===== src/sv/sbp_pkg.sv =====
// Package with types, constants and the output remap for the six-button pad read sequencer.
`default_nettype none
package sbp_pkg;

	localparam int READ_CYCLES = 8;
	localparam int IDX_W = 3;
	localparam int CYC_W = IDX_W + 1;

	localparam logic [CYC_W-1:0] CYC_PRESENCE = CYC_W'(2);
	localparam logic [CYC_W-1:0] CYC_DPAD     = CYC_W'(3);
	localparam logic [CYC_W-1:0] CYC_DETECT   = CYC_W'(4);
	localparam logic [CYC_W-1:0] CYC_EXTRA    = CYC_W'(5);
	localparam logic [CYC_W-1:0] CYC_LAST     = CYC_W'(READ_CYCLES);

	localparam int B_UP    = 0;
	localparam int B_DOWN  = 1;
	localparam int B_LEFT  = 2;
	localparam int B_RIGHT = 3;
	localparam int B_A     = 4;
	localparam int B_B     = 5;
	localparam int B_C     = 6;
	localparam int B_START = 7;
	localparam int B_X     = 8;
	localparam int B_Y     = 9;
	localparam int B_Z     = 10;
	localparam int B_MODE  = 11;

	localparam logic [11:0] ALL_RELEASED = 12'hFFF;
	localparam logic [11:0] XYZM_MASK    = 12'hF00;

	typedef struct packed {
		logic up;
		logic down;
		logic left;
		logic right;
		logic six;
		logic nine;
	} pins_t;

	typedef struct packed {
		logic [IDX_W-1:0] cycle_index;
		logic [11:0]      pad_buttons;
		logic             six_mode;
		logic [11:0]      held_outputs;
	} seq_state_t;

	typedef struct packed {
		logic        select_next;
		logic [11:0] console_buttons;
		logic        six_button_mode;
		logic        read_done;
	} result_t;

	function automatic logic [11:0] remap(input logic [11:0] pad, input logic six_mode);
		logic [11:0] o;
		o[0] = pad[B_C];
		o[1] = pad[B_B];
		o[2] = pad[B_LEFT];
		o[3] = pad[B_RIGHT];
		o[4] = pad[B_START];
		o[5] = pad[B_UP];
		o[6] = pad[B_DOWN];
		if (six_mode) begin
			o[7]  = pad[B_MODE];
			o[8]  = pad[B_A];
			o[9]  = pad[B_X];
			o[10] = pad[B_Y];
			o[11] = pad[B_Z];
		end else begin
			o[7]    = pad[B_A];
			o[11:8] = 4'hF;
		end
		return o;
	endfunction

endpackage
`default_nettype wire


===== src/sv/sbp_step.sv =====
// Next-state and result logic for one sampled cycle of the pad read.
`default_nettype none
module sbp_step (
	input  wire sbp_pkg::seq_state_t cur,
	input  wire sbp_pkg::pins_t      pins,
	output sbp_pkg::seq_state_t      nxt,
	output sbp_pkg::result_t         res
);
	import sbp_pkg::*;

	logic [CYC_W-1:0] cyc;
	logic             done;

	always_comb begin
		cyc  = {1'b0, cur.cycle_index} + CYC_W'(1);
		nxt  = cur;
		done = 1'b0;
		case (cyc)
			CYC_PRESENCE: begin
				if (!(pins.left | pins.right)) begin
					nxt.pad_buttons[B_A]     = pins.six;
					nxt.pad_buttons[B_START] = pins.nine;
				end else begin
					nxt.pad_buttons = ALL_RELEASED;
					nxt.six_mode    = 1'b0;
					done            = 1'b1;
				end
			end
			CYC_DPAD: begin
				nxt.pad_buttons[B_UP]    = pins.up;
				nxt.pad_buttons[B_DOWN]  = pins.down;
				nxt.pad_buttons[B_LEFT]  = pins.left;
				nxt.pad_buttons[B_RIGHT] = pins.right;
				nxt.pad_buttons[B_B]     = pins.six;
				nxt.pad_buttons[B_C]     = pins.nine;
			end
			CYC_DETECT: begin
				nxt.six_mode = !pins.up && !pins.down;
			end
			CYC_EXTRA: begin
				if (cur.six_mode) begin
					nxt.pad_buttons[B_Z]    = pins.up;
					nxt.pad_buttons[B_Y]    = pins.down;
					nxt.pad_buttons[B_X]    = pins.left;
					nxt.pad_buttons[B_MODE] = pins.right;
				end else begin
					nxt.pad_buttons = cur.pad_buttons | XYZM_MASK;
				end
			end
			default: begin
			end
		endcase
		if (cyc >= CYC_LAST) begin
			done = 1'b1;
		end
		if (done) begin
			nxt.held_outputs = remap(nxt.pad_buttons, nxt.six_mode);
			nxt.cycle_index  = '0;
		end else begin
			nxt.cycle_index = cyc[IDX_W-1:0];
		end
		res.select_next     = ~nxt.cycle_index[0];
		res.console_buttons = nxt.held_outputs;
		res.six_button_mode = nxt.six_mode;
		res.read_done       = done;
	end

endmodule
`default_nettype wire


===== src/sv/six_button_pad_read_sequencer.sv =====
// Top level of the six-button pad read sequencer.
// Each input word is one sampled cycle of a multiplexed pad read:
// the six active-low pad pins taken under the select level driven last.
// Each accepted input word yields exactly one output word carrying the select
// level for the next cycle, the twelve held console button outputs, the
// six-button mode flag and a flag that marks the end of a read.
// Both channels use valid and stall; a word moves when valid is high and stall
// is low. The output word appears in the cycle after its input word is accepted.
// Throughput is one word per cycle while the output is not stalled: the sequencer
// state and the output register update together at each accepted input word.
// While the receiver stalls a waiting output word, the output holds steady and
// the input is stalled until that word has been taken.
// Reset starts a read at its first cycle with all buttons released and
// six-button mode cleared; no output word is pending after reset.
`default_nettype none
module six_button_pad_read_sequencer (
	input  wire         clk,
	input  wire         arst_n,
	input  wire         in_valid,
	output logic        in_stall,
	input  wire         pin_up,
	input  wire         pin_down,
	input  wire         pin_left,
	input  wire         pin_right,
	input  wire         pin_six,
	input  wire         pin_nine,
	output logic        out_valid,
	input  wire         out_stall,
	output logic        select_next,
	output logic [11:0] console_buttons,
	output logic        six_button_mode,
	output logic        read_done
);
	import sbp_pkg::*;

	seq_state_t state_q;
	seq_state_t state_nxt;
	pins_t      pins;
	result_t    res;
	result_t    res_q;
	logic       out_valid_q;
	logic       accept;

	assign pins = '{up: pin_up, down: pin_down, left: pin_left, right: pin_right,
		six: pin_six, nine: pin_nine};

	sbp_step u_step (
		.cur  (state_q),
		.pins (pins),
		.nxt  (state_nxt),
		.res  (res)
	);

	assign in_stall = out_valid_q && out_stall;
	assign accept   = in_valid && !in_stall;

	always_ff @(posedge clk or negedge arst_n) begin
		if (!arst_n) begin
			state_q.cycle_index  <= '0;
			state_q.pad_buttons  <= ALL_RELEASED;
			state_q.six_mode     <= 1'b0;
			state_q.held_outputs <= ALL_RELEASED;
			out_valid_q          <= 1'b0;
		end else begin
			if (accept) begin
				state_q     <= state_nxt;
				out_valid_q <= 1'b1;
			end else if (!out_stall) begin
				out_valid_q <= 1'b0;
			end
		end
	end

	always_ff @(posedge clk) begin
		if (accept) begin
			res_q <= res;
		end
	end

	assign out_valid       = out_valid_q;
	assign select_next     = res_q.select_next;
	assign console_buttons = res_q.console_buttons;
	assign six_button_mode = res_q.six_button_mode;
	assign read_done       = res_q.read_done;

endmodule
`default_nettype wire

===== config.mk =====
export PLATFORM = sky130hd
export DESIGN_NAME = six_button_pad_read_sequencer
export DESIGN_NICKNAME = d
export VERILOG_FILES = /design/src/sv/sbp_pkg.sv /design/src/sv/sbp_step.sv /design/src/sv/six_button_pad_read_sequencer.sv
export SDC_FILE = /design/constraint.sdc
export NUM_CORES = 1
export LEC_CHECK = 0
export BUFFER_PORTS_ARGS = -buffer_cell sky130_fd_sc_hd__buf_2
export CAP_MARGIN = 0
export CORE_ASPECT_RATIO = 0.6
export CORE_MARGIN = 2
export CORE_UTILIZATION = 30
export DETAILED_ROUTE_END_ITERATION = 7
export PLACE_DENSITY = 0.44
export SLEW_MARGIN = 20
export SYNTH_ARGS = -nofsm -noshare
export SYNTH_HDL_FRONTEND = slang
export SYNTH_HIERARCHICAL = 1
export SYNTH_SLANG_ARGS = --single-unit

===== constraint.sdc =====
create_clock -name clk -period 2 [get_ports clk]
set_input_delay 0.5 -clock clk [delete_from_list [all_inputs] [get_ports clk]]
set_output_delay 0.5 -clock clk [all_outputs]
set_load 0.01 [all_outputs]

**Yosys cells after proc, flatten, opt, wreduce, memory -nomap -nowiden**

Index checks and enable logic that the tools add are counted.

- Bits of input ports: 10
- Output and inout port bits: 17
- Register bits: 44
- Logic and storage cells: 43

- Multiplexer cells: 19
- $add $sub $neg: 1
- Eq/ne operators: 5
- Reductions and logical operators: 6
- Magnitude comparators: 1
- Bitwise logic cells: 2

Operators with widths:

| cell | count |
|---|---|
| 12-bit 2-to-1 mux | 1 |
| 5-bit 2-to-1 mux | 2 |
| 5-bit one-hot mux with 2 select lines | 1 |
| 4-bit by 2-bit == test with 1-bit output (second input constant) | 2 |
| 4-bit by 3-bit == test with 1-bit output (second input constant) | 2 |
| 1-bit 2-to-1 mux | 8 |
| 4-bit 2-to-1 mux | 2 |
| 4-bit one-hot mux with 2 select lines | 1 |
| 3-bit by 1-bit adder with 4-bit output (second input constant) | 1 |
| 4-bit >= comparator (second input constant) | 1 |
| 2-bit one-hot mux with 2 select lines | 1 |
| 1-bit logical AND | 3 |
| 1-bit zero test | 3 |
| 3-bit 2-to-1 mux | 1 |
| 2-bit 2-to-1 mux | 1 |
| 2-bit by 1-bit inequality test with 1-bit output (second input constant) | 1 |
| 1-bit one-hot mux with 2 select lines | 1 |
| 1-bit inverter | 1 |
| 1-bit OR | 1 |

**Longest topological paths before layout**

Gate-level depths: netlist (run 1).

- Word-level depth: 6
- Gate-level depth with buffers: 8
- Mapped depth without buffers: 8

**By module**

The synthesis (run 1) kept the hierarchy.

Modules (own cells, without submodules):

| module | area an instance (µm²) | cells each | instances | sequential area each (µm²) |
|---|---|---|---|---|
| six_button_pad_read_sequencer | 1625.3 | 78 | 1 | 1206.2 |
| sbp_step | 711.9 | 90 | 1 | 0.0 |

**Worst setup path before layout (run 1)**

No wires, ideal clock.

- Path kind: reg-to-reg
- Start: reg state_q[25] (netlist bit)
- End: reg res_q, in the netlist console_buttons[0], data pin
- Path slack: -0.075 ns
- Path buffers: 1
- Setup time: 0.251 ns
- Period minus slack after synthesis: 2.075 ns
- Cell stages (with the launch flop): 7
- Arrival time: 1.824 ns
- Required time: 1.749 ns
- Cells stage by stage: dfrtp_1 -> ha_1 -> mux2i_4 -> and2_1 -> a221o_1 -> o22a_1 -> buf_4

RTL lines:

| item | RTL line | RTL |
|---|---|---|
| from (decl) | six_button_pad_read_sequencer.sv:36 | `seq_state_t state_q;` |
| from (signal assigned) | six_button_pad_read_sequencer.sv:66 | `state_q <= state_nxt;` |
| to (signal assigned) | six_button_pad_read_sequencer.sv:76 | `res_q <= res;` |
| to (decl) | six_button_pad_read_sequencer.sv:40 | `result_t res_q;` |

==> flow_results.xml, run 1 <==
<?xml version="1.0" encoding="UTF-8"?>
<metrics>
  <group name="run_status">
    <metric name="status" unit="">complete, no violations</metric>
  </group>
  <group name="drt">
    <metric name="num_vias" unit="">1497</metric>
    <metric name="met3RoutedLength" unit="µm">287</metric>
    <metric name="detailedRoute.firstPassIterationCount" unit="">4</metric>
    <metric name="detail_route.vias_per_cell" unit="">4.75</metric>
    <metric name="post-route-drc-count" unit="">0</metric>
    <metric name="post_drt_antenna_nets" unit="">0</metric>
    <metric name="first_iter_violations" unit="">83</metric>
    <metric name="routed-wl-met2" unit="µm">2130</metric>
    <metric name="routed_len_inst" unit="µm">16.0</metric>
    <metric name="route.top_layer_used" unit="">met4</metric>
    <metric name="drt_wl_total" unit="µm">5040</metric>
    <metric name="met1_length" unit="µm">2550</metric>
  </group>
  <group name="clock_tree">
    <metric name="clock-sinks" unit="">44</metric>
    <metric name="htree_levels" unit="">2</metric>
    <metric name="cts_buffers" unit="">5</metric>
    <metric name="clkSlewWorstSetupHoldPaths" unit="ns">0.06</metric>
    <metric name="postCtsHoldBufs" unit="">0</metric>
    <metric name="tritoncts" unit="">done</metric>
    <metric name="clock_latency" unit="ns">0.29</metric>
    <metric name="ctsRootBufferMaster" unit="">clkbuf_16</metric>
    <metric name="buffers_from_clock_root_to_sink_at_most" unit="">2</metric>
  </group>
  <group name="placement">
    <metric name="place_congestion" unit="">0.788</metric>
    <metric name="placed_instance_area" unit="µm²">2610</metric>
    <metric name="hpwl" unit="µm">3410</metric>
    <metric name="port_buffers" unit="">26</metric>
    <metric name="placed_cells" unit="">299</metric>
    <metric name="pre_cts_slack" unit="ns">-0.0679</metric>
  </group>
  <group name="die">
    <metric name="chipWidth" unit="µm">118</metric>
    <metric name="i_o_pin_total" unit="">27</metric>
    <metric name="core_area" unit="µm²">7420</metric>
    <metric name="effective_utilization_at_floorplan" unit="">0.315</metric>
    <metric name="die_height" unit="µm">72.4</metric>
    <metric name="std_cell_rows" unit="">24</metric>
    <metric name="fp.dieArea" unit="µm²">8540</metric>
  </group>
  <group name="synthesis">
    <metric name="post_synth_mux_area_share" unit="">0.170</metric>
    <metric name="number_of_distinct_library_cell_variants_in_the_gate_level_netlist_after_synthesis" unit="">39</metric>
    <metric name="synth_simple_gate_area_frac" unit="">0.0594</metric>
    <metric name="post_synth_xor_area_fraction" unit="">0</metric>
    <metric name="synth-main-ff-cell" unit="">dfstp_2</metric>
    <metric name="synth_warnings" unit="">6</metric>
    <metric name="async_flop_share" unit="">0.659</metric>
    <metric name="synth_compound_area_frac" unit="">0.150</metric>
    <metric name="yosysMostFrequentCell" unit="">dfstp_2</metric>
    <metric name="yosys.area.top_type" unit="">dfstp_2</metric>
    <metric name="yosys_register_bits" unit="">44</metric>
    <metric name="synth-seq-area-share" unit="">0.516</metric>
    <metric name="combinational_family_with_the_most_area_after_synthesis" unit="">multiplexers</metric>
    <metric name="postSynthAreaPerCell" unit="µm²">13.9</metric>
    <metric name="synthesis.nets" unit="">182</metric>
    <metric name="synth-edff-count" unit="">15</metric>
    <metric name="synthTopCellsByArea" unit="">dfstp_2, edfxtp_1, mux2_2</metric>
    <metric name="synth_fa_ha_area_frac" unit="">0.0214</metric>
    <metric name="syn_inst" unit="">168</metric>
    <metric name="synth_top_cell_area_share" unit="">0.270</metric>
    <metric name="synth_area" unit="µm²">2340</metric>
    <metric name="synth_commonest_cells" unit="">dfstp_2, mux2_2, buf_4, edfxtp_1, mux2_4</metric>
  </group>
  <group name="setup_path">
    <metric name="reg2reg_from" unit="">state_q[25]</metric>
    <metric name="sort_of_element_at_the_end_of_the_critical_path" unit="">flip-flop</metric>
    <metric name="r2r.worst_path.cells" unit="">7</metric>
    <metric name="worst_setup_path_start_kind" unit="">flip-flop</metric>
    <metric name="setup.worst_path.class" unit="">reg -&gt; reg</metric>
    <metric name="capture_point_of_the_worst_reg_to_reg_path" unit="">state_q[9]</metric>
    <metric name="setup.worst_path.start" unit="">state_q[25]</metric>
    <metric name="crit_path_max_fanout" unit="">5</metric>
    <metric name="r2r_setup_slack" unit="ns">0.01</metric>
    <metric name="cp_data_arrival_time" unit="ns">2.22</metric>
    <metric name="crit_required" unit="ns">2.24</metric>
  </group>
  <group name="pwr">
    <metric name="leakagePower" unit="nW">1.13</metric>
    <metric name="p_per_area" unit="nW/µm²">1670</metric>
    <metric name="max-vdd-ir-drop" unit="mV">0.502</metric>
  </group>
  <group name="grt">
    <metric name="gr_overflow_total" unit="">0</metric>
    <metric name="grt_use_total" unit="">0.125</metric>
    <metric name="via_count_of_the_first_global_routing_pass" unit="">1477</metric>
    <metric name="grt_pass1_wl" unit="µm">8160</metric>
    <metric name="antenna_found_initial" unit="">0</metric>
    <metric name="grt_max_degree" unit="">44</metric>
  </group>
  <group name="final_layout">
    <metric name="num_antenna_cells" unit="">0</metric>
    <metric name="final_design_area_no_fill" unit="µm²">2910</metric>
    <metric name="final_net_count" unit="">224</metric>
    <metric name="nFillCells" unit="">711</metric>
    <metric name="seqCellArea" unit="µm²">1210</metric>
    <metric name="finalCoreUtilization" unit="">0.392</metric>
    <metric name="footprint_of_the_multi_input_gates" unit="µm²">1020</metric>
    <metric name="final-instance-count-excl-fill" unit="">315</metric>
    <metric name="area.growth.synth_to_final" unit="%">24.4</metric>
    <metric name="drive_above_1_share" unit="">0.678</metric>
  </group>
  <group name="timing">
    <metric name="hold_violations" unit="">0</metric>
    <metric name="relSlewSlack" unit="">0.521</metric>
    <metric name="drv_slew" unit="">0</metric>
    <metric name="fmaxAchievable" unit="MHz">503</metric>
    <metric name="worst-slew-pin-transition" unit="ns">0.718</metric>
    <metric name="layout_worst_path_cycle_share" unit="">0.994</metric>
    <metric name="final_period_minus_worst_setup_slack" unit="ns">1.99</metric>
    <metric name="hold_ws" unit="ns">0.261</metric>
    <metric name="postLayoutSetupSlackWorst" unit="ns">0.0120</metric>
    <metric name="timing.final.setup_violations" unit="">0</metric>
    <metric name="rsz_0062_raised_after_global_routing" unit="">yes</metric>
    <metric name="final_skew" unit="ns">0.00269</metric>
  </group>
  <group name="flow_run">
    <metric name="drv_cap" unit="">0</metric>
  </group>
  <group name="min_path">
    <metric name="type_of_the_worst_min_delay_path" unit="">in -&gt; async</metric>
  </group>
</metrics>
[what timing repair did]
| item | CTS | global route |
|---|---|---|
| buffers inserted | 1 | 7 |
| gates resized for setup | 5 | 15 |
| setup endpoints to repair | 12 | 18 |
| pin swaps | 2 | 13 |
[per-stage QoR]
step / power [mW] / setup TNS [ns]
finish: 4.87 / 0
global route: 5.19 / -0.392
CTS: 4.62 / -0.00128
detailed placement: 3.69 / -0.421
global placement: 3.64 / -0.0659
floorplan: 3.26 / 0
[area by class of cell]
| type | instances | area share |
|---|---|---|
| clock inverters | 2 | 0.00516 |
| clock buffers | 6 | 0.0478 |
| multi-input cells | 96 | 0.351 |
| flip-flops and latches | 44 | 0.416 |
| repair buffers | 53 | 0.123 |
| well taps | 104 | 0.0448 |
| inverters | 10 | 0.0133 |
[sequential cells by signal, summed over array words and instances, names as in the netlist]
signal,cells
state_q,28
console_buttons,12
out_valid,1
read_done,1
select_next,1
six_button_mode,1
[cell usage in the layout, fill, tap and decap left out, types with 3 or more instances in the layout]
| cell type | instances |
|---|---|
| buf_4 | 23 |
| mux2_4 | 15 |
| dfrtp_1 | 3 |
| o21ai_0 | 3 |
| nor2_2 | 3 |
| nor3_1 | 4 |
| a21oi_1 | 5 |
| o22a_1 | 9 |
| buf_6 | 3 |
| edfxtp_1 | 15 |
| a221o_1 | 4 |
| clkbuf_16 | 5 |
| dfstp_2 | 24 |
| o21a_1 | 3 |
| inv_1 | 8 |
| mux2_2 | 15 |
| buf_2 | 26 |
[report_power, final]
part           switching, mW  internal, mW  total, mW
clock network          0.360         0.497      0.857
registers              0.230          1.49       1.72
logic                   1.01          1.28       2.29
[kinds of logic after synthesis]
logic type	count (synthesis)
buffers and inverters	28
AOI/OAI and AO/OA	39
DFF	44
and+or+nand+nor	22
adders and majority gates	4
muxes	31
[how the worst max path moves through the flow]
| stage | slack [ns] | to |
|---|---|---|
| 6_report | 0.01 | state_q[9] |
| 5_1_grt | -0.07 | state_q[7] |
| 4_1_cts | -0.001 | state_q[7] |
| 3_5_place_dp | -0.07 | state_q[0] |
| 3_3_place_gp | -0.03 | state_q[5] |
| 2_1_floorplan | 0.01 | console_buttons[0] |
[worst max-delay path, cell delays in order, from the launching register on]
cell and delay, ns:
dfrtp_2 0.45, a21bo_4 0.25, mux2_4 0.30, buf_6 0.14
o22ai_4 0.26, o32a_4 0.25, o22a_1 0.14, mux2_4 0.14
[metal layers]
| metal | global-route usage | vias to the layer above |
|---|---|---|
| li1 | - | 697 |
| met1 | 0.176 | 749 |
| met2 | 0.181 | 43 |
| met3 | 0.0393 | 8 |
| met4 | 0.0482 | 0 |
| met5 | 0 | - |
No activity file was read; power rests on OpenSTA's default activity.
==> run 2, diff against run 1 <==
Settings changed: BUFFER_PORTS_ARGS -buffer_cell sky130_fd_sc_hd__buf_2 to not set, DONT_BUFFER_PORTS set to 1, PLACE_DENSITY 0.44 to 0.41.
==> run 2 against run 1 <==
Design area is 7.7% lower. Critical path depth unchanged. Clock power fell by 6.3%. Die area unchanged. Fmax grew 0.93%. Register-to-register slack better by 0.02 ns. Global-route usage shrank 1.4 points.
==> flow_results.xml, run 2 (synthesized netlist as in run 1, its figures left out) <==
<?xml version="1.0" encoding="UTF-8"?>
<metrics>
  <group name="timing">
    <metric name="hold_violations" unit="">0</metric>
    <metric name="drv_slew" unit="">0</metric>
    <metric name="worst-slew-pin-transition" unit="ns">0.335</metric>
    <metric name="rsz_0062_raised_after_global_routing" unit="">yes</metric>
    <metric name="timing.final.setup_violations" unit="">0</metric>
    <metric name="fin_tns_setup" unit="ns">0</metric>
    <metric name="relSlewSlack" unit="">0.776</metric>
    <metric name="final_period_minus_worst_setup_slack" unit="ns">1.97</metric>
    <metric name="hold_ws" unit="ns">0.0588</metric>
    <metric name="final_skew" unit="ns">0.00706</metric>
    <metric name="layout_worst_path_cycle_share" unit="">0.985</metric>
    <metric name="fmaxAchievable" unit="MHz">508</metric>
    <metric name="postLayoutSetupSlackWorst" unit="ns">0.0304</metric>
  </group>
  <group name="setup_path">
    <metric name="path_cells" unit="">a21bo_4 -&gt; mux2_4 -&gt; buf_12 -&gt; o22ai_4 -&gt; o32a_4 -&gt; o22a_1 -&gt; mux2_4</metric>
    <metric name="crit_slowest_cell" unit="">dfrtp_2</metric>
    <metric name="crit_path_frequent_cell" unit="">mux2_4</metric>
    <metric name="crit_path_max_fanout" unit="">6</metric>
    <metric name="setup.worst_path.start" unit="">state_q[25]</metric>
    <metric name="crit_required" unit="ns">2.23</metric>
    <metric name="setup.worst_path.class" unit="">reg -&gt; reg</metric>
    <metric name="sort_of_element_at_the_end_of_the_critical_path" unit="">flip-flop</metric>
    <metric name="r2r_setup_slack" unit="ns">0.03</metric>
    <metric name="capture_point_of_the_worst_reg_to_reg_path" unit="">state_q[11]</metric>
    <metric name="max_stage_delay" unit="ns">0.47</metric>
    <metric name="reg2reg_from" unit="">state_q[25]</metric>
    <metric name="cp_data_arrival_time" unit="ns">2.20</metric>
    <metric name="r2r.worst_path.cells" unit="">7</metric>
    <metric name="worst_setup_path_start_kind" unit="">flip-flop</metric>
  </group>
  <group name="die">
    <metric name="core_area" unit="µm²">7420</metric>
    <metric name="chipWidth" unit="µm">118</metric>
    <metric name="i_o_pin_total" unit="">27</metric>
    <metric name="fp.dieArea" unit="µm²">8540</metric>
    <metric name="effective_utilization_at_floorplan" unit="">0.315</metric>
    <metric name="die_height" unit="µm">72.4</metric>
    <metric name="std_cell_rows" unit="">24</metric>
  </group>
  <group name="placement">
    <metric name="place_congestion" unit="">0.772</metric>
    <metric name="pre_cts_slack" unit="ns">-0.0364</metric>
    <metric name="port_buffers" unit="">0</metric>
    <metric name="placed_instance_area" unit="µm²">2450</metric>
    <metric name="hpwl" unit="µm">3060</metric>
    <metric name="placed_cells" unit="">269</metric>
  </group>
  <group name="drt">
    <metric name="first_iter_violations" unit="">33</metric>
    <metric name="post_drt_antenna_nets" unit="">0</metric>
    <metric name="detailedRoute.firstPassIterationCount" unit="">4</metric>
    <metric name="post-route-drc-count" unit="">0</metric>
    <metric name="detail_route.vias_per_cell" unit="">4.64</metric>
    <metric name="routed_len_inst" unit="µm">16.3</metric>
    <metric name="num_vias" unit="">1300</metric>
    <metric name="drt_wl_total" unit="µm">4560</metric>
  </group>
  <group name="clock_tree">
    <metric name="clock-sinks" unit="">44</metric>
    <metric name="clock_latency" unit="ns">0.28</metric>
    <metric name="tritoncts" unit="">done</metric>
    <metric name="cts_buffers" unit="">5</metric>
    <metric name="buffers_from_clock_root_to_sink_at_most" unit="">2</metric>
    <metric name="htree_levels" unit="">2</metric>
    <metric name="ctsRootBufferMaster" unit="">clkbuf_16</metric>
    <metric name="clkSlewWorstSetupHoldPaths" unit="ns">0.07</metric>
  </group>
  <group name="final_layout">
    <metric name="final-instance-count-excl-fill" unit="">280</metric>
    <metric name="num_antenna_cells" unit="">0</metric>
    <metric name="area.growth.synth_to_final" unit="%">14.8</metric>
    <metric name="final_design_area_no_fill" unit="µm²">2680</metric>
    <metric name="nFillCells" unit="">717</metric>
    <metric name="largest_reg_flops" unit="">28</metric>
    <metric name="seqCellArea" unit="µm²">1210</metric>
    <metric name="final_net_count" unit="">189</metric>
    <metric name="drive_above_1_share" unit="">0.597</metric>
    <metric name="footprint_of_the_multi_input_gates" unit="µm²">995</metric>
    <metric name="finalCoreUtilization" unit="">0.362</metric>
    <metric name="final_common_cell" unit="">dfstp_2</metric>
    <metric name="final_cell_mix" unit="">dfstp_2, mux2_2, edfxtp_1</metric>
    <metric name="top_register" unit="">state_q</metric>
  </group>
  <group name="grt">
    <metric name="groute.layer.met1.usage" unit="">0.162</metric>
    <metric name="gr-usage-met2" unit="">0.156</metric>
    <metric name="gr_overflow_total" unit="">0</metric>
    <metric name="grt_util_met3" unit="">0.0299</metric>
    <metric name="grt_use_total" unit="">0.111</metric>
    <metric name="antenna_found_initial" unit="">0</metric>
    <metric name="grt_pass1_wl" unit="µm">7220</metric>
    <metric name="grt_max_degree" unit="">44</metric>
    <metric name="via_count_of_the_first_global_routing_pass" unit="">1312</metric>
    <metric name="busiest_layer" unit="">met1</metric>
  </group>
  <group name="pwr">
    <metric name="power.sequential.fraction" unit="">0.391</metric>
    <metric name="max-vdd-ir-drop" unit="mV">0.562</metric>
    <metric name="switching_share" unit="">0.327</metric>
    <metric name="internal_power" unit="mW">3.06</metric>
    <metric name="netSwitchingPower" unit="mW">1.49</metric>
    <metric name="leakagePower" unit="nW">0.978</metric>
    <metric name="p_clk_frac" unit="">0.177</metric>
    <metric name="finalPower" unit="mW">4.55</metric>
    <metric name="power.share.combinational" unit="">0.432</metric>
    <metric name="p_per_area" unit="nW/µm²">1700</metric>
  </group>
  <group name="run_status">
    <metric name="status" unit="">complete, no violations</metric>
  </group>
  <group name="flow_run">
    <metric name="drv_cap" unit="">0</metric>
  </group>
  <group name="min_path">
    <metric name="type_of_the_worst_min_delay_path" unit="">in -&gt; async</metric>
  </group>
</metrics>
## run 2: cell count changes in the layout (fill, tap and decap cells not counted), sizes merged
cell / change
buf: -36
clkinv: +3
clkinvlp: -2
clkbuf: -1
dlygate4sd3: +1
## run 2: final cells by class
cell class / count / area share
flip-flops and latches: 44 / 0.451
multi-input cells: 96 / 0.371
repair buffers: 18 / 0.0620
well taps: 104 / 0.0485
clock buffers: 5 / 0.0466
inverters: 10 / 0.0145
clock inverters: 3 / 0.00700
## run 2: repair_timing
item                                    CTS  global route
hold endpoints to repair                  5             0
setup buffers                             0             2
pin swaps                                 0            11
hold buffers                              1             0
resized for setup                         3            10
endpoints found under the setup margin    8            10
## run 2: worst max-delay path, delay by kind of cell, from the launching register on
kind,cells,cell delay (ns)
AOI/OAI and AO/OA,4,0.84
DFF,1,0.47
buffers and inverters,1,0.15
muxes,2,0.46
## run 2: routing by layer
metal,vias to the layer above,routed length (µm)
met4,0,51
met1,648,2520
met3,7,146
li1,624,-
met5,-,0
met2,21,1840
## run 2: how the worst max path moves through the flow
stage	slack, ns	cells after the start	endpoint
finish	0.03	7	state_q[11]
global route	-0.02	7	state_q[9]
CTS	0.02	6	state_q[7]
detailed placement	-0.04	7	state_q[7]
global placement	-0.002	6	state_q[6]
floorplan	0.01	6	console_buttons[0]
## run 2: power by group through the flow
stage	clock network, mW	logic, mW	registers (mW)
floorplan	0	1.55	1.71
global placement	0	1.77	1.78
detailed placement	0	1.79	1.77
CTS	0.829	1.81	1.77
global route	0.877	2.13	1.82
finish	0.803	1.97	1.78
==> run 3, diff against run 2 <==
Settings changed: ABC_AREA set to 1.
==> run 3 against run 2 <==
Synthesized area is 2.3% higher. Final cell count is 39% higher. Critical path depth is 4 higher.
==> flow_results.xml, run 3 <==
<?xml version="1.0" encoding="UTF-8"?>
<metrics>
  <group name="final_layout">
    <metric name="final-instance-count-excl-fill" unit="">390</metric>
    <metric name="final_cell_mix" unit="">nand2_1, nand3_1, dfstp_2</metric>
    <metric name="final_common_cell" unit="">nand2_1</metric>
    <metric name="final_net_count" unit="">295</metric>
    <metric name="largest_reg_flops" unit="">28</metric>
    <metric name="top_register" unit="">state_q</metric>
    <metric name="area.growth.synth_to_final" unit="%">8.48</metric>
    <metric name="seqCellArea" unit="µm²">1210</metric>
    <metric name="footprint_of_the_multi_input_gates" unit="µm²">931</metric>
    <metric name="drive_above_1_share" unit="">0.227</metric>
    <metric name="nFillCells" unit="">825</metric>
    <metric name="num_antenna_cells" unit="">0</metric>
  </group>
  <group name="drt">
    <metric name="routed_len_inst" unit="µm">14.5</metric>
    <metric name="detailedRoute.firstPassIterationCount" unit="">4</metric>
    <metric name="detail_route.vias_per_cell" unit="">4.37</metric>
    <metric name="post_drt_antenna_nets" unit="">0</metric>
    <metric name="post-route-drc-count" unit="">0</metric>
    <metric name="first_iter_violations" unit="">124</metric>
    <metric name="drt_wl_total" unit="µm">5640</metric>
    <metric name="num_vias" unit="">1703</metric>
  </group>
  <group name="placement">
    <metric name="hpwl" unit="µm">3810</metric>
    <metric name="port_buffers" unit="">0</metric>
    <metric name="place_congestion" unit="">0.741</metric>
    <metric name="placed_cells" unit="">381</metric>
  </group>
  <group name="clock_tree">
    <metric name="buffers_from_clock_root_to_sink_at_most" unit="">2</metric>
    <metric name="cts_buffers" unit="">5</metric>
    <metric name="clock-sinks" unit="">44</metric>
    <metric name="ctsRootBufferMaster" unit="">clkbuf_16</metric>
    <metric name="clock_latency" unit="ns">0.29</metric>
    <metric name="clkSlewWorstSetupHoldPaths" unit="ns">0.07</metric>
    <metric name="post_cts_buffers" unit="">0</metric>
    <metric name="htree_levels" unit="">2</metric>
    <metric name="tritoncts" unit="">done</metric>
  </group>
  <group name="die">
    <metric name="die_height" unit="µm">73.2</metric>
    <metric name="core_area" unit="µm²">7790</metric>
    <metric name="i_o_pin_total" unit="">27</metric>
    <metric name="fp.dieArea" unit="µm²">8720</metric>
    <metric name="chipWidth" unit="µm">119</metric>
    <metric name="std_cell_rows" unit="">25</metric>
    <metric name="effective_utilization_at_floorplan" unit="">0.307</metric>
  </group>
  <group name="grt">
    <metric name="grt_use_total" unit="">0.145</metric>
    <metric name="grt_max_degree" unit="">30</metric>
    <metric name="antenna_found_initial" unit="">0</metric>
    <metric name="busiest_layer" unit="">met1</metric>
    <metric name="gr-usage-met2" unit="">0.206</metric>
    <metric name="grt_pass1_wl" unit="µm">9490</metric>
    <metric name="groute.layer.met1.usage" unit="">0.209</metric>
    <metric name="grt_util_met3" unit="">0.0461</metric>
    <metric name="gr_overflow_total" unit="">0</metric>
    <metric name="via_count_of_the_first_global_routing_pass" unit="">1727</metric>
  </group>
  <group name="timing">
    <metric name="layout_worst_path_cycle_share" unit="">0.894</metric>
    <metric name="final_skew" unit="ns">0.00805</metric>
    <metric name="relSlewSlack" unit="">0.767</metric>
    <metric name="drv_slew" unit="">0</metric>
    <metric name="final_period_minus_worst_setup_slack" unit="ns">1.79</metric>
    <metric name="fmaxAchievable" unit="MHz">559</metric>
    <metric name="fin_tns_setup" unit="ns">0</metric>
    <metric name="rsz_0062_raised_after_global_routing" unit="">no</metric>
    <metric name="worst-slew-pin-transition" unit="ns">0.349</metric>
    <metric name="hold_violations" unit="">0</metric>
    <metric name="timing.final.setup_violations" unit="">0</metric>
  </group>
  <group name="synthesis">
    <metric name="synth_top_cell_area_share" unit="">0.264</metric>
    <metric name="yosysMostFrequentCell" unit="">nand2_1</metric>
    <metric name="post_synth_mux_area_share" unit="">0</metric>
    <metric name="postSynthAreaPerCell" unit="µm²">8.33</metric>
    <metric name="synth_warnings" unit="">6</metric>
    <metric name="yosys.area.top_type" unit="">dfstp_2</metric>
    <metric name="synth_area" unit="µm²">2390</metric>
    <metric name="yosys_register_bits" unit="">44</metric>
    <metric name="synth_commonest_cells" unit="">nand2_1, nand3_1, dfstp_2</metric>
    <metric name="combinational_family_with_the_most_area_after_synthesis" unit="">simple AND/OR/NAND/NOR gates</metric>
    <metric name="synth_simple_gate_area_frac" unit="">0.351</metric>
    <metric name="synth-edff-count" unit="">15</metric>
    <metric name="syn_inst" unit="">287</metric>
    <metric name="synth_fa_ha_area_frac" unit="">0.0209</metric>
    <metric name="synth_compound_area_frac" unit="">0.00471</metric>
    <metric name="synthesis.nets" unit="">301</metric>
    <metric name="synthTopCellsByArea" unit="">dfstp_2, nand2_1, edfxtp_1</metric>
    <metric name="synth-main-ff-cell" unit="">dfstp_2</metric>
    <metric name="post_synth_xor_area_fraction" unit="">0.00366</metric>
    <metric name="number_of_distinct_library_cell_variants_in_the_gate_level_netlist_after_synthesis" unit="">21</metric>
    <metric name="synth-seq-area-share" unit="">0.504</metric>
    <metric name="async_flop_share" unit="">0.659</metric>
  </group>
  <group name="setup_path">
    <metric name="crit_path_max_fanout" unit="">5</metric>
    <metric name="setup.worst_path.class" unit="">reg -&gt; reg</metric>
    <metric name="crit_path_frequent_cell" unit="">nand2_1</metric>
    <metric name="max_stage_delay" unit="ns">0.38</metric>
    <metric name="sort_of_element_at_the_end_of_the_critical_path" unit="">flip-flop</metric>
    <metric name="worst_setup_path_start_kind" unit="">flip-flop</metric>
    <metric name="cp_data_arrival_time" unit="ns">2.02</metric>
    <metric name="path_cells" unit="">buf_4 -&gt; inv_1 -&gt; ha_1 -&gt; nor3b_4 -&gt; buf_4 -&gt; nand2_1 -&gt; nand3_2 -&gt; nand2_1 -&gt; nand2_1 -&gt; nand3_1 -&gt; nand2_1</metric>
    <metric name="crit_required" unit="ns">2.23</metric>
    <metric name="crit_slowest_cell" unit="">dfrtp_1</metric>
  </group>
  <group name="pwr">
    <metric name="max-vdd-ir-drop" unit="mV">0.369</metric>
    <metric name="p_per_area" unit="nW/µm²">1640</metric>
    <metric name="leakagePower" unit="nW">1.26</metric>
  </group>
  <group name="min_path">
    <metric name="type_of_the_worst_min_delay_path" unit="">in -&gt; async</metric>
  </group>
  <group name="flow_run">
    <metric name="drv_cap" unit="">0</metric>
  </group>
  <group name="run_status">
    <metric name="status" unit="">complete, no violations</metric>
  </group>
</metrics>
run 3: kinds of logic (layout without fill, tap and decap cells):
kind of cell    after synthesis  in the layout
fa+ha+maj                     4              4
simple gates                188            188
xor+xnor                      1              1
buf+inv                      48             43
flops                        44             44
compound gates                2              2
run 3: layer usage:
metal / vias up / routed length, µm
met5: - / 0
met4: 0 / 70
met3: 8 / 283
met2: 22 / 2190
met1: 800 / 3090
li1: 873 / -
run 3: where the power goes:
part / switching (mW) / internal (mW)
sequential: 0.236 / 1.52
clock: 0.352 / 0.454
combinational: 1.05 / 0.633
total: 1.63 / 2.61
run 3: worst max-delay path, delay by kind of cell (launching register included):
family,cells,cell delay [ns]
AND/OR/NAND/NOR,7,0.74
buffers and inverters,3,0.46
flip-flops,1,0.38
adder cells (fa/ha/maj),1,0.16
run 3: per-stage QoR:
stage / worst slack [ns] / area, µm² / power [mW] / util / hold slack [ns]
CTS: 0.119 / 2570 / 4.27 / 0.330 / 0.0395
floorplan: 0.144 / 2390 / 3.28 / - / 0.204
finish: 0.211 / 2590 / 4.25 / 0.333 / 0.0476
global route: 0.00302 / 2590 / 4.67 / 0.333 / 0.0310
global placement: 0.130 / 2420 / 3.43 / 0.311 / 0.207
detailed placement: 0.135 / 2420 / 3.44 / 0.311 / 0.206
run 3: cell type report:
cell class              instances  area share
clock inverters                 3     0.00531
clock buffers                   5      0.0482
inverters                      22      0.0318
flip-flops and latches         44       0.465
well taps                     108      0.0521
repair buffers                 13      0.0386
multi-input cells             195       0.359
run 3: timing repair:
item                       4_1_cts  5_1_grt
hold buffers                     1        0
setup endpoints to repair        0       21
gates resized for setup          0        8
hold endpoints to repair         5        0
run 3: path summary, 6_finish.rpt:
check | start | endpoint | slack [ns] | cells past startpoint
min | arst_n | state_q[23] | 0.05 | 0
max | state_q[25] | state_q[2] | 0.21 | 11
min in group clk | in_valid | state_q[22] | 0.33 | 2
max reg2reg | state_q[25] | state_q[2] | 0.21 | 11
max in group asynchronous | arst_n | state_q[12] | 1.25 | 1
min reg2reg | state_q[1] | state_q[1] | 0.46 | 2
